$ cat config.mk
export PLATFORM = sky130hd
export DESIGN_NAME = rc4_bitkey_base85_cipher
export DESIGN_NICKNAME = d
export VERILOG_FILES = /design/src/sv/rbc_pkg.sv /design/src/sv/rbc_dp.sv /design/src/sv/rbc_ctrl.sv /design/src/sv/rc4_bitkey_base85_cipher.sv
export SDC_FILE = /design/constraint.sdc
export NUM_CORES = 2
export LEC_CHECK = 0
export BUFFER_PORTS_ARGS = -buffer_cell sky130_fd_sc_hd__buf_2
export CAP_MARGIN = 30
export CORE_AREA = 2 2 523 525
export DETAILED_ROUTE_END_ITERATION = 8
export DIE_AREA = 0 0 525 527
export GPL_ROUTABILITY_DRIVEN = 1
export PLACE_DENSITY_LB_ADDON = 0.1
export SYNTH_ARGS = -nofsm -noshare
export SYNTH_HDL_FRONTEND = slang
export SYNTH_SLANG_ARGS = --single-unit
$ cat constraint.sdc
create_clock -name clk_i -period 17.3 [get_ports clk_i]
set_input_delay 3.46 -clock clk_i [delete_from_list [all_inputs] [get_ports clk_i]]
set_output_delay 3.46 -clock clk_i [all_outputs]
set_load 0.01 [all_outputs]
$ cat src/sv/rbc_pkg.sv
// shared types and constants for the rc4 base-85 cipher
// used by rbc_ctrl, rbc_dp and the top level; no dependencies
package rbc_pkg;

  localparam int unsigned CFG_DATA_W = 64;
  localparam int unsigned CFG_IDX_W  = 1;

  // configuration register indexes
  localparam logic [CFG_IDX_W-1:0] REG_KEY = 1'b0;
  localparam logic [CFG_IDX_W-1:0] REG_DIR = 1'b1;

  // direction codes
  localparam logic DIR_ENC = 1'b0;
  localparam logic DIR_DEC = 1'b1;

  // base-85 armor
  localparam logic [7:0]  ARMOR_OFFSET = 8'd33;
  localparam logic [31:0] RADIX        = 32'd85;
  // floor(n / 85) == (n * DIV85_RECIP) >> DIV85_SHIFT for any 32-bit n
  localparam logic [31:0] DIV85_RECIP  = 32'd3233857729;
  localparam int unsigned DIV85_SHIFT  = 38;
  localparam logic [2:0]  GROUP_BYTES  = 3'd4;
  localparam logic [2:0]  GROUP_CHARS  = 3'd5;
  localparam logic [2:0]  LAST_DIGIT   = 3'd4;
  localparam logic [2:0]  LAST_BYTE    = 3'd3;

  // datapath operations issued by the controller
  typedef enum logic [4:0] {
    OP_NONE,
    OP_START,
    OP_FILL,
    OP_SCH_RD,
    OP_SCH_J,
    OP_SCH_WN,
    OP_SCH_WJ,
    OP_KS_RD,
    OP_KS_J,
    OP_KS_WI,
    OP_KS_WJ,
    OP_KS_DATA,
    OP_ENC_PUSH,
    OP_DEC_PUSH,
    OP_DIV_LOAD,
    OP_DIV_MUL,
    OP_DIV_SUB,
    OP_EMIT_DIG,
    OP_EMIT_BYTE,
    OP_EMIT_MARK,
    OP_GROUP_CLR,
    OP_DONE
  } rbc_op_e;

  typedef struct packed {
    rbc_op_e op;
    logic    fin;
  } rbc_cmd_t;

  typedef struct packed {
    logic       mid;
    logic       last;
    logic       dir;
    logic       n_last;
    logic [2:0] fill;
    logic [2:0] cnt;
    logic       out_free;
  } rbc_status_t;

endpackage

$ cat src/sv/rbc_dp.sv
// datapath: permutation memory, indexes, group word, base-85 digit unit, output register
// depends on rbc_pkg
module rbc_dp import rbc_pkg::*; #(
  parameter int unsigned KEY_BITS = 64
) (
  input  logic                  clk_i,
  input  logic                  rst_ni,
  input  rbc_cmd_t              cmd_i,
  output rbc_status_t           status_o,
  input  logic [7:0]            in_char_i,
  input  logic                  end_of_message_i,
  input  logic                  cfg_valid_i,
  input  logic [CFG_IDX_W-1:0]  cfg_index_i,
  input  logic [CFG_DATA_W-1:0] cfg_data_i,
  input  logic                  out_ready_i,
  output logic                  out_valid_o,
  output logic [7:0]            out_char_o,
  output logic                  carries_data_o,
  output logic                  final_result_o
);

  // permutation memory
  logic [7:0] mem [256];
  logic [7:0] rdata_q;
  logic [7:0] raddr;
  logic       we;
  logic [7:0] waddr;
  logic [7:0] wdata;

  // configuration
  logic [KEY_BITS-1:0] key_q;
  logic                dir_q;
  logic [63:0]         key_ext;
  logic                kb;

  // cipher state
  logic [7:0]  n_q, i_q, j_q, si_q, sj_q, ks_q, ch_q;
  logic        byp_q, last_q, pad_q, mid_q;
  logic [31:0] gw_q, div_n_q;
  logic [63:0] prod_q;
  logic [2:0]  fill_q, cnt_q;
  logic [6:0]  dig_q [5];

  // output register
  logic       out_valid_q, carries_q, final_q;
  logic [7:0] out_char_q;

  // combinational helpers
  logic [7:0]  i_inc, j_sch, j_ks, t_idx, ks_new;
  logic [25:0] quot;
  logic [31:0] rem32;
  logic [7:0]  gw_byte;

  assign key_ext = 64'(key_q);
  assign kb      = key_ext[n_q[5:0]];
  assign i_inc   = i_q + 8'd1;
  assign j_sch   = j_q + rdata_q + {7'd0, kb};
  assign j_ks    = j_q + rdata_q;
  assign t_idx   = si_q + sj_q;
  assign ks_new  = byp_q ? si_q : rdata_q;
  assign quot    = prod_q[63:DIV85_SHIFT];
  assign rem32   = div_n_q - 32'(quot) * RADIX;
  assign gw_byte = 8'(gw_q >> {(2'd3 - cnt_q[1:0]), 3'b000});

  // memory address and write selection
  always_comb begin
    raddr = n_q;
    we    = 1'b0;
    waddr = n_q;
    wdata = n_q;
    unique case (cmd_i.op)
      OP_FILL: we = 1'b1;
      OP_SCH_RD: raddr = n_q;
      OP_SCH_J: raddr = j_sch;
      OP_SCH_WN: begin
        we    = 1'b1;
        waddr = n_q;
        wdata = rdata_q;
      end
      OP_SCH_WJ: begin
        we    = 1'b1;
        waddr = j_q;
        wdata = si_q;
      end
      OP_KS_RD: raddr = i_inc;
      OP_KS_J: raddr = j_ks;
      OP_KS_WI: begin
        we    = 1'b1;
        waddr = i_q;
        wdata = rdata_q;
      end
      OP_KS_WJ: begin
        we    = 1'b1;
        waddr = j_q;
        wdata = si_q;
        raddr = t_idx;
      end
      default: ;
    endcase
  end

  // memory port
  always_ff @(posedge clk_i) begin
    if (we) begin
      mem[waddr] <= wdata;
    end
    rdata_q <= mem[raddr];
  end

  // configuration registers
  always_ff @(posedge clk_i or negedge rst_ni) begin
    if (!rst_ni) begin
      key_q <= '0;
      dir_q <= DIR_ENC;
    end else if (cfg_valid_i) begin
      unique case (cfg_index_i)
        REG_KEY: key_q <= cfg_data_i[KEY_BITS-1:0];
        REG_DIR: dir_q <= cfg_data_i[0];
        default: ;
      endcase
    end
  end

  // control state of the cipher
  always_ff @(posedge clk_i or negedge rst_ni) begin
    if (!rst_ni) begin
      n_q    <= '0;
      i_q    <= '0;
      j_q    <= '0;
      gw_q   <= '0;
      fill_q <= '0;
      cnt_q  <= '0;
      mid_q  <= 1'b0;
      last_q <= 1'b0;
      pad_q  <= 1'b0;
    end else begin
      unique case (cmd_i.op)
        OP_START: begin
          last_q <= end_of_message_i;
          pad_q  <= 1'b0;
        end
        OP_FILL: begin
          n_q    <= n_q + 8'd1;
          i_q    <= '0;
          j_q    <= '0;
          gw_q   <= '0;
          fill_q <= '0;
          cnt_q  <= '0;
          mid_q  <= 1'b1;
        end
        OP_SCH_J: j_q <= j_sch;
        OP_SCH_WJ: n_q <= n_q + 8'd1;
        OP_KS_RD: i_q <= i_inc;
        OP_KS_J: j_q <= j_ks;
        OP_ENC_PUSH: begin
          gw_q   <= {gw_q[23:0], ks_q ^ (pad_q ? 8'd0 : ch_q)};
          fill_q <= fill_q + 3'd1;
          pad_q  <= 1'b1;
        end
        OP_DEC_PUSH: begin
          gw_q   <= gw_q * RADIX + {24'd0, ch_q} - {24'd0, ARMOR_OFFSET};
          fill_q <= fill_q + 3'd1;
          cnt_q  <= '0;
        end
        OP_DIV_LOAD: cnt_q <= '0;
        OP_DIV_SUB,
        OP_EMIT_DIG: cnt_q <= (cnt_q == LAST_DIGIT) ? 3'd0 : cnt_q + 3'd1;
        OP_EMIT_BYTE: cnt_q <= cnt_q + 3'd1;
        OP_GROUP_CLR: begin
          gw_q   <= '0;
          fill_q <= '0;
          cnt_q  <= '0;
        end
        OP_DONE: begin
          if (last_q) begin
            mid_q <= 1'b0;
          end
        end
        default: ;
      endcase
    end
  end

  // payload registers
  always_ff @(posedge clk_i) begin
    unique case (cmd_i.op)
      OP_START: ch_q <= in_char_i;
      OP_SCH_J,
      OP_KS_J: si_q <= rdata_q;
      OP_KS_WI: sj_q <= rdata_q;
      OP_KS_WJ: byp_q <= (t_idx == j_q);
      OP_KS_DATA: ks_q <= ks_new;
      OP_DIV_LOAD: div_n_q <= gw_q;
      OP_DIV_MUL: prod_q <= 64'(div_n_q) * 64'(DIV85_RECIP);
      OP_DIV_SUB: begin
        div_n_q <= 32'(quot);
        dig_q[0] <= rem32[6:0];
        for (int k = 1; k < 5; k++) begin
          dig_q[k] <= dig_q[k-1];
        end
      end
      default: ;
    endcase
  end

  // output register
  always_ff @(posedge clk_i or negedge rst_ni) begin
    if (!rst_ni) begin
      out_valid_q <= 1'b0;
      out_char_q  <= '0;
      carries_q   <= 1'b0;
      final_q     <= 1'b0;
    end else begin
      unique case (cmd_i.op)
        OP_EMIT_DIG: begin
          out_valid_q <= 1'b1;
          out_char_q  <= {1'b0, dig_q[cnt_q]} + ARMOR_OFFSET;
          carries_q   <= 1'b1;
          final_q     <= cmd_i.fin;
        end
        OP_EMIT_BYTE: begin
          out_valid_q <= 1'b1;
          out_char_q  <= gw_byte ^ ks_q;
          carries_q   <= 1'b1;
          final_q     <= cmd_i.fin;
        end
        OP_EMIT_MARK: begin
          out_valid_q <= 1'b1;
          out_char_q  <= 8'd0;
          carries_q   <= 1'b0;
          final_q     <= 1'b1;
        end
        default: begin
          if (out_ready_i) begin
            out_valid_q <= 1'b0;
          end
        end
      endcase
    end
  end

  assign out_valid_o    = out_valid_q;
  assign out_char_o     = out_char_q;
  assign carries_data_o = carries_q;
  assign final_result_o = final_q;

  // status back to the controller
  assign status_o.mid      = mid_q;
  assign status_o.last     = last_q;
  assign status_o.dir      = dir_q;
  assign status_o.n_last   = (n_q == 8'd255);
  assign status_o.fill     = fill_q;
  assign status_o.cnt      = cnt_q;
  assign status_o.out_free = !out_valid_q || out_ready_i;

  // group fill never passes one full armor group
  a_fill_bound: assert property (@(posedge clk_i) disable iff (!rst_ni)
    fill_q <= GROUP_CHARS)
    else $error("group fill out of range");

endmodule

$ cat src/sv/rbc_ctrl.sv
// controller state machine sequencing schedule, keystream, packing and output
// depends on rbc_pkg
module rbc_ctrl import rbc_pkg::*; (
  input  logic        clk_i,
  input  logic        rst_ni,
  input  logic        in_valid_i,
  output logic        in_ready_o,
  input  rbc_status_t status_i,
  output rbc_cmd_t    cmd_o
);

  typedef enum logic [4:0] {
    S_IDLE,
    S_FILL,
    S_SCH_RD,
    S_SCH_J,
    S_SCH_WN,
    S_SCH_WJ,
    S_MODE,
    S_KS_RD,
    S_KS_J,
    S_KS_WI,
    S_KS_WJ,
    S_KS_DATA,
    S_ENC_PUSH,
    S_DIV_LOAD,
    S_DIV_MUL,
    S_DIV_SUB,
    S_DIG_EMIT,
    S_DEC_EMIT,
    S_MARK,
    S_CLR,
    S_DONE
  } state_e;

  state_e state_q, state_d;

  // next state and command decode
  always_comb begin
    state_d    = state_q;
    cmd_o.op   = OP_NONE;
    cmd_o.fin  = 1'b0;
    in_ready_o = 1'b0;
    unique case (state_q)
      S_IDLE: begin
        in_ready_o = 1'b1;
        if (in_valid_i) begin
          cmd_o.op = OP_START;
          state_d  = status_i.mid ? S_MODE : S_FILL;
        end
      end
      S_FILL: begin
        cmd_o.op = OP_FILL;
        if (status_i.n_last) begin
          state_d = S_SCH_RD;
        end
      end
      S_SCH_RD: begin
        cmd_o.op = OP_SCH_RD;
        state_d  = S_SCH_J;
      end
      S_SCH_J: begin
        cmd_o.op = OP_SCH_J;
        state_d  = S_SCH_WN;
      end
      S_SCH_WN: begin
        cmd_o.op = OP_SCH_WN;
        state_d  = S_SCH_WJ;
      end
      S_SCH_WJ: begin
        cmd_o.op = OP_SCH_WJ;
        state_d  = status_i.n_last ? S_MODE : S_SCH_RD;
      end
      S_MODE: begin
        if (status_i.dir == DIR_ENC) begin
          state_d = S_KS_RD;
        end else begin
          cmd_o.op = OP_DEC_PUSH;
          if (status_i.fill >= GROUP_BYTES) begin
            state_d = S_KS_RD;
          end else if (status_i.last) begin
            state_d = S_MARK;
          end else begin
            state_d = S_DONE;
          end
        end
      end
      S_KS_RD: begin
        cmd_o.op = OP_KS_RD;
        state_d  = S_KS_J;
      end
      S_KS_J: begin
        cmd_o.op = OP_KS_J;
        state_d  = S_KS_WI;
      end
      S_KS_WI: begin
        cmd_o.op = OP_KS_WI;
        state_d  = S_KS_WJ;
      end
      S_KS_WJ: begin
        cmd_o.op = OP_KS_WJ;
        state_d  = S_KS_DATA;
      end
      S_KS_DATA: begin
        cmd_o.op = OP_KS_DATA;
        state_d  = (status_i.dir == DIR_ENC) ? S_ENC_PUSH : S_DEC_EMIT;
      end
      S_ENC_PUSH: begin
        cmd_o.op = OP_ENC_PUSH;
        if (status_i.fill >= LAST_BYTE) begin
          state_d = S_DIV_LOAD;
        end else if (status_i.last) begin
          state_d = S_KS_RD;
        end else begin
          state_d = S_DONE;
        end
      end
      S_DIV_LOAD: begin
        cmd_o.op = OP_DIV_LOAD;
        state_d  = S_DIV_MUL;
      end
      S_DIV_MUL: begin
        cmd_o.op = OP_DIV_MUL;
        state_d  = S_DIV_SUB;
      end
      S_DIV_SUB: begin
        cmd_o.op = OP_DIV_SUB;
        state_d  = (status_i.cnt == LAST_DIGIT) ? S_DIG_EMIT : S_DIV_MUL;
      end
      S_DIG_EMIT: begin
        if (status_i.out_free) begin
          cmd_o.op  = OP_EMIT_DIG;
          cmd_o.fin = status_i.last && (status_i.cnt == LAST_DIGIT);
          if (status_i.cnt == LAST_DIGIT) begin
            state_d = S_CLR;
          end
        end
      end
      S_DEC_EMIT: begin
        if (status_i.out_free) begin
          cmd_o.op  = OP_EMIT_BYTE;
          cmd_o.fin = status_i.last && (status_i.cnt == LAST_BYTE);
          state_d   = (status_i.cnt == LAST_BYTE) ? S_CLR : S_KS_RD;
        end
      end
      S_MARK: begin
        if (status_i.out_free) begin
          cmd_o.op = OP_EMIT_MARK;
          state_d  = S_CLR;
        end
      end
      S_CLR: begin
        cmd_o.op = OP_GROUP_CLR;
        state_d  = S_DONE;
      end
      S_DONE: begin
        cmd_o.op = OP_DONE;
        state_d  = S_IDLE;
      end
      default: state_d = S_IDLE;
    endcase
  end

  // state register
  always_ff @(posedge clk_i or negedge rst_ni) begin
    if (!rst_ni) begin
      state_q <= S_IDLE;
    end else begin
      state_q <= state_d;
    end
  end

  // a result is loaded only into a free output register
  a_emit_free: assert property (@(posedge clk_i) disable iff (!rst_ni)
    (cmd_o.op == OP_EMIT_DIG || cmd_o.op == OP_EMIT_BYTE || cmd_o.op == OP_EMIT_MARK)
    |-> status_i.out_free)
    else $error("result loaded over a pending transfer");

  // the schedule has run before any character is processed
  a_mode_mid: assert property (@(posedge clk_i) disable iff (!rst_ni)
    (state_q == S_MODE) |-> status_i.mid)
    else $error("character processed without key schedule");

  // digit extraction starts only on a full group
  a_div_full: assert property (@(posedge clk_i) disable iff (!rst_ni)
    (state_q == S_DIV_LOAD) |-> (status_i.fill >= GROUP_BYTES))
    else $error("armor conversion of a partial group");

endmodule

$ cat src/sv/rc4_bitkey_base85_cipher.sv
// top level of the rc4 stream cipher with base-85 armor
// depends on rbc_pkg, rbc_ctrl and rbc_dp
//
// One character is taken at a time and its results leave through a registered
// output. The first character of each message first rebuilds the 256-entry
// permutation and runs the bit-keyed schedule (read, j, write n and write j
// steps per entry). Every keystream byte takes read, j, write i, write j and
// data steps on the permutation memory. An encode character that closes a
// group adds base-85 digit extraction (one multiply and one subtract per
// digit), the output of its five digits and one group clear, plus one
// keystream byte per zero pad byte at the end of a message. A decode
// character that completes a group of five sends its four bytes; one that
// ends a message short of a group sends the closing marker. Output stalls
// hold these steps until the output register is free.
module rc4_bitkey_base85_cipher import rbc_pkg::*; #(
  parameter int unsigned KEY_BITS = 64
) (
  input  logic                  clk_i,
  input  logic                  rst_ni,
  input  logic                  in_valid_i,
  output logic                  in_ready_o,
  input  logic [7:0]            in_char_i,
  input  logic                  end_of_message_i,
  output logic                  out_valid_o,
  input  logic                  out_ready_i,
  output logic [7:0]            out_char_o,
  output logic                  carries_data_o,
  output logic                  final_result_o,
  input  logic                  cfg_valid_i,
  output logic                  cfg_ready_o,
  input  logic [CFG_IDX_W-1:0]  cfg_index_i,
  input  logic [CFG_DATA_W-1:0] cfg_data_i
);

  rbc_cmd_t    cmd;
  rbc_status_t status;

  // configuration writes always complete
  assign cfg_ready_o = 1'b1;

  rbc_ctrl u_ctrl (
    .clk_i      (clk_i),
    .rst_ni     (rst_ni),
    .in_valid_i (in_valid_i),
    .in_ready_o (in_ready_o),
    .status_i   (status),
    .cmd_o      (cmd)
  );

  rbc_dp #(
    .KEY_BITS (KEY_BITS)
  ) u_dp (
    .clk_i            (clk_i),
    .rst_ni           (rst_ni),
    .cmd_i            (cmd),
    .status_o         (status),
    .in_char_i        (in_char_i),
    .end_of_message_i (end_of_message_i),
    .cfg_valid_i      (cfg_valid_i),
    .cfg_index_i      (cfg_index_i),
    .cfg_data_i       (cfg_data_i),
    .out_ready_i      (out_ready_i),
    .out_valid_o      (out_valid_o),
    .out_char_o       (out_char_o),
    .carries_data_o   (carries_data_o),
    .final_result_o   (final_result_o)
  );

endmodule
* After elaboration in Yosys (flattened, before gate mapping)
Memory sizes are Yosys's and may differ from the RTL's. A register that Yosys moved wholly into a read port is not among the register bits. Index checks and enable logic that the tools add are counted.
Word-level totals: RAM bits 2083, register bits 275, memories kept 2
Operators by class: equal/unequal tests 51, bitwise operators 3, order comparisons 3, reduce and logical (&&, ||, !) cells 31, multipliers 3, muxes and demuxes 52, add/sub/neg operators 12, shift-type cells 1
Memory list:
- u_dp.mem | depth 256, bits a word 8, read ports 1, clocked after Yosys merged registers in 1, write ports 1, line rbc_dp.sv:23 | logic [7:0] mem [256];
- u_dp.dig_q | depth 5, bits a word 7, read ports 5, clocked after Yosys merged registers in 0, write ports 5, line rbc_dp.sv:42 | logic [6:0] dig_q [5];
Operator list (count):
- $pmux W5 S21 | 1
- $pmux W5 S20 | 1
- $pmux W32 S3 | 1
- $eq A5 B4 Y1 const B | 16
- $mux W5 | 14
- $mul A32 B32 Y64 const B | 1
- $pmux W32 S2 | 1
- $eq A5 B5 Y1 const B | 11
- $pmux W8 S2 | 3
- $pmux W8 S3 | 2
- $eq A5 B3 Y1 const B | 8
- $add A32 B8 Y32 | 1
- $mul A32 B7 Y32 const B | 1
- $pmux W8 S4 | 1
- $shr A32 B5 Y8 | 1
- $sub A32 B6 Y32 const B | 1
- $mul A26 B7 Y7 const B | 1
- $add A8 B1 Y8 const B | 2
- $add A8 B8 Y8 | 2
- $mux W8 | 2
- $reduce_or A2 Y1 | 8
- $xor A8 B8 Y8 | 2
- $eq A5 B2 Y1 const B | 3
- $reduce_bool A2 Y1 | 7
- other kinds (34) | 65

* Depth between registers and ports, before layout
depth after elaboration 9, gate-level depth with buffers 24, gate-level depth less buffers 24

* Cells and area by module
A second synthesis with hierarchy kept.
Unflattened totals: cells, all modules 7805, area, all modules 109946.7 um^2
By module, submodules not included:
- rbc_dp | times used 1, area each 109070.9 um^2, seq. area each 68971.1 um^2, cells an instance 7678
- rbc_ctrl | times used 1, area each 864.6 um^2, seq. area each 125.1 um^2, cells an instance 125
- rc4_bitkey_base85_cipher | times used 1, area each 11.3 um^2, seq. area each 0.0 um^2, cells an instance 2

* Worst setup path after synthesis
OpenSTA, ideal clock, no wires.
path kind register -> register, start point register u_dp.div_n_q[24], end point register u_dp.prod_q[62], data pin, library setup time 257 ps, slack 11001 ps, cell stages (with the launch flop) 24, path buffers 0, arrival time 6042 ps, cells stage by stage edfxtp_1 ha_1 ha_1 ha_1 inv_1 fa_1 inv_1 fa_1 inv_1 fa_1 inv_1 fa_1 ha_1 ha_1 a2111o_1 a31oi_1 o32ai_1 o21ai_0 a31oi_1 o31ai_1 o21ai_1 a311o_1 and2_1 xor2_1
On the way: cells in the longest elaborated chain, start to end 1
RTL lines:
- from (decl) | line rbc_dp.sv:39 | logic [31:0] gw_q, div_n_q;
- from (signal assigned) | line rbc_dp.sv:193 | OP_DIV_LOAD: div_n_q <= gw_q;
- from (signal assigned) | line rbc_dp.sv:196 | div_n_q <= 32'(quot);
- $mul A32 B32 Y64 | line rbc_dp.sv:194 | OP_DIV_MUL: prod_q <= 64'(div_n_q) * 64'(DIV85_RECIP);
- to (signal assigned) | line rbc_dp.sv:194
- to (decl) | line rbc_dp.sv:40 | logic [63:0] prod_q;
Every way passes these cells. A chain may end at the register's enable or synchronous reset.

* Worst setup path after layout
start point register u_dp.n_q[1], end point register u_dp.rdata_q[2] (read register of u_dp.mem)
On the way: cells in the longest elaborated chain, start to end 4
RTL lines:
- from (decl) | line rbc_dp.sv:37 | logic [7:0] n_q, i_q, j_q, si_q, sj_q, ks_q, ch_q;
- from (signal assigned) | line rbc_dp.sv:143 | n_q <= n_q + 8'd1;
- from (signal assigned) | line rbc_dp.sv:152 | OP_SCH_WJ: n_q <= n_q + 8'd1;
- $bmux W1 S6 | line rbc_dp.sv:55 | assign kb = key_ext[n_q[5:0]];
- $mux W1 (not written as such) | line rbc_dp.sv:55
- $add A8 B1 Y8 | line rbc_dp.sv:57 | assign j_sch = j_q + rdata_q + {7'd0, kb};
- $pmux W8 S4 * | line rbc_dp.sv:71 | unique case (cmd_i.op)
- to (decl) | line rbc_dp.sv:24 | logic [7:0] rdata_q;
Every way passes the cells marked *; elsewhere a longest branch is shown, timed or not. The select of a mux whose other input is x is not followed.

==> summary.md <==
| Metric | Value |
|---|---|
| Status | `finished, final reports clean` |
| H-tree Lvls | `5` |
| Fmax | `around 120 MHz` |
| GR Overflow Total | `0` |
| Worst-margin pin slew | `1.12 ns` |
| Fill cells | `~24,000` |
| Die H | `527 um` |
| PnR worst setup slack | `8.85 ns` |
| Initial DRT Pass Iterations | `6` |
| CTS Buf Count | `approximately 270` |
| Post-CTS Setup Bufs | `0` |
| Port buffer count | `90` |
| Synthesized cell area | `0.108 mm^2` |
| Post-synth EDFFs | `2,174` |
| Number of DRC markers in iteration 0 | `about 5,700` |
| Finished Cell Area | `0.121 mm^2` |
| RePlAce Congestion | `0.850` |
| CTS Sinks | `2,328` |
| Worst slew margin | `25.6%` |
| Synthesized instance count | `8,011` |
| Initial Util | `39.8%` |
| Fin Setup TNS | `0 ns` |
| Critical Path AT | `approximately 9 ns` |
| Initial antenna violation count | `11` |
| ANT nets after route | `0` |
| Clk_lat worst skew | `0.89 ns` |
| Top FF cell, synth | `edfxtp_1` |
| Final period util | `48.8%` |
| Vias in the first global route | `66,400` |
| Synthesized Nets | `8,792` |
| Min cycle time layout | `8.45 ns` |
| Final Skew | `0.0823 ns` |
| Resize count post-CTS | `0` |
| Most frequent cells in the layout | `edfxtp_1, nand2_1, inv_1` |
| Via/cell ratio | `5.58` |
| CTS clk-pin slew, worst paths | `0.06 ns` |
| CTS root buf | `clkbuf_16` |
| First-pass GRT wire length | `460 mm` |
| Max-cap violations | `0` |
| Drt total wl | `about 310 mm` |
| Yosys Warn Count | `0` |
| Top-area cell type share of the netlist area | `between 60% and 70%` |
| Synth area leaders | `edfxtp_1, ha_1, nand2_1` |
| Seq cells post-synth | `2,328` |
| RSZ-0062 raised after global routing | `no` |
| Worst hold path cell count | `0` |
| Die X | `around 530 um` |
| Hold Fails Final Rpt | `0` |
| Avg Inst Size Synth | `about 13 um^2` |
| Largest net degree at the start of global routing | `195` |
| Fin util | `about 45%` |
| Final setup vio count | `0` |
| Ys async rst share | `6.27%` |
| Area delta synth->final | `12.1%` |
| Worst-path maximum fanout | `113` |
| WL per Instance | `about 26 um` |
| Pre-CTS setup slack | `8.73 ns` |
| Die Area | `0.277 mm^2` |
| FF-to-FF path depth | `16` |
| Vias | `66,200` |
| WS Path Type | `flop to flop` |
| Worst hold path type | `flop to flop` |
| CTS tree | `built` |
| Post-cts hold buffer count | `0` |
| Final nets | `8,859` |
| GRT Overall Usage | `22.3%` |
| I/O Pins | `92` |
| CP endpoint kind | `flop` |
| Synth unique cells | `86` |
| CTS max path bufs | `4` |
| Most common cell after layout, fill and taps aside | `edfxtp_1` |
| Detailed Place HPWL | `~200 mm` |
| Sequential-to-total area share from yosys stat | `around 64%` |
| Placed cell areas | `about 0.11 mm^2` |
| Area leader, netlist | `edfxtp_1` |
| Req. time, crit path | `18.01 ns` |
| Startpoint types | `flop` |
| Core ar. | `0.272 mm^2` |
| Row Count | `192` |
| Layout cells sized above 1 | `11.1%` |
| DRC viols | `0` |
| Final Max Slew Viols | `0` |
-- stage by stage --
| step | hold slack (ns) | cells |
|---|---|---|
| floorplan | 0.421 | 8011 |
| global placement | 0.428 | 11400 |
| detailed placement | 0.430 | 11400 |
| CTS | 0.444 | 11900 |
| global route | 0.451 | 11900 |
| finish | 0.442 | 11900 |
-- cell type report --
type,instances,area (um^2),area share (%)
sequential,2328,69100,57.0
multi-input combinational,4694,35200,29.1
clock buffer,354,7260,5.99
tap,3589,4490,3.71
inverter,539,2020,1.67
timing repair buffer,247,1910,1.58
clock inverter,115,1170,0.969
antenna,4,10.0,0.00826
-- kinds of logic after synthesis --
group                      count (synthesis)  share of synthesized area [%]
AOI/OAI and AO/OA                       1198                           7.78
xor gates and xnor gates                 126                           1.02
adders and majority gates                702                           9.91
buffers and inverters                    989                           3.82
DFF                                     2328                           63.9
muxes                                    251                           4.24
other                                      1                        0.00347
and+or+nand+nor                         2416                           9.32
-- critical path, cell delays in order (launching register included) --
cell      delay (ns)
dfrtp_1         1.00
mux4_2          0.43
mux4_2          0.51
mux4_2          0.50
ha_1            0.23
ha_1            0.31
a222oi_1        0.38
nand2_1         0.21
nor2_4          0.73
buf_12          0.43
buf_4           0.83
buf_4           0.76
mux4_2          0.40
a32oi_1         0.29
o32ai_1         0.14
nor4b_1         0.85
nor4_1          0.14
-- cells in the mapped netlist, drive strengths merged (8+ instances only) --
| cell | count |
|---|---|
| a211oi | 9 |
| a21o | 36 |
| a21oi | 359 |
| a221oi | 12 |
| a22oi | 18 |
| a31oi | 11 |
| a32o | 34 |
| a32oi | 353 |
| and2 | 18 |
| and3 | 13 |
| buf | 235 |
| clkbuf | 215 |
| dfrtp | 146 |
| dfxtp | 8 |
| edfxtp | 2174 |
| fa | 257 |
| ha | 445 |
| inv | 537 |
| mux2 | 79 |
| mux2i | 14 |
| mux4 | 158 |
| nand2 | 1478 |
| nand2b | 22 |
| nand3 | 308 |
| nand4 | 12 |
| nor2 | 382 |
| nor2b | 24 |
| nor3 | 88 |
| nor4 | 23 |
| nor4b | 24 |
| o21ai | 99 |
| o21bai | 13 |
| o221ai | 38 |
| o22ai | 119 |
| o32ai | 35 |
| xnor2 | 84 |
| xor2 | 42 |
-- worst paths after layout --
kind / from / to / slack [ns]
max in group asynchronous: rst_ni / u_dp.gw_q[22] / 13.27
worst min register to register: u_dp.dig_q[2][2] / u_dp.dig_q[3][2] / 0.44
worst max-delay path: u_dp.n_q[1] / u_dp.rdata_q[2] / 8.85
worst max register to register: u_dp.n_q[1] / u_dp.rdata_q[2] / 8.85
min in group asynchronous: rst_ni / u_dp.key_ext[8] / 2.69
worst min-delay path: u_dp.dig_q[2][2] / u_dp.dig_q[3][2] / 0.44
-- flip-flops by register name, indices dropped and copies added, names as in the netlist, 3 cells and up --
name and cells:
u_dp.ch_q 8, u_dp.cnt_q 3, u_dp.i_q 8, u_dp.n_q 8, u_dp.rdata_q 8, u_dp.dig_q 35
u_dp.div_n_q 32, u_dp.si_q 8, u_dp.gw_q 32, u_dp.ks_q 8, u_dp.sj_q 8, u_ctrl.state_q 5
u_dp.prod_q 26, u_dp.fill_q 3, u_dp.key_ext 64, u_dp.out_char_o 8, u_dp.mem 2048, u_dp.j_q 8
-- routing by layer --
layer	share of wire, %	vias to the layer above	GRT usage, %
li1	-	29700	-
met1	44	34200	30.5
met2	48	1802	37.2
met3	4.6	487	2.33
met4	3.2	6	7.08
met5	0.090	-	0
Power is not shown: default switching activity piles up to over one toggle a cycle in this logic, so the estimate is an artifact.
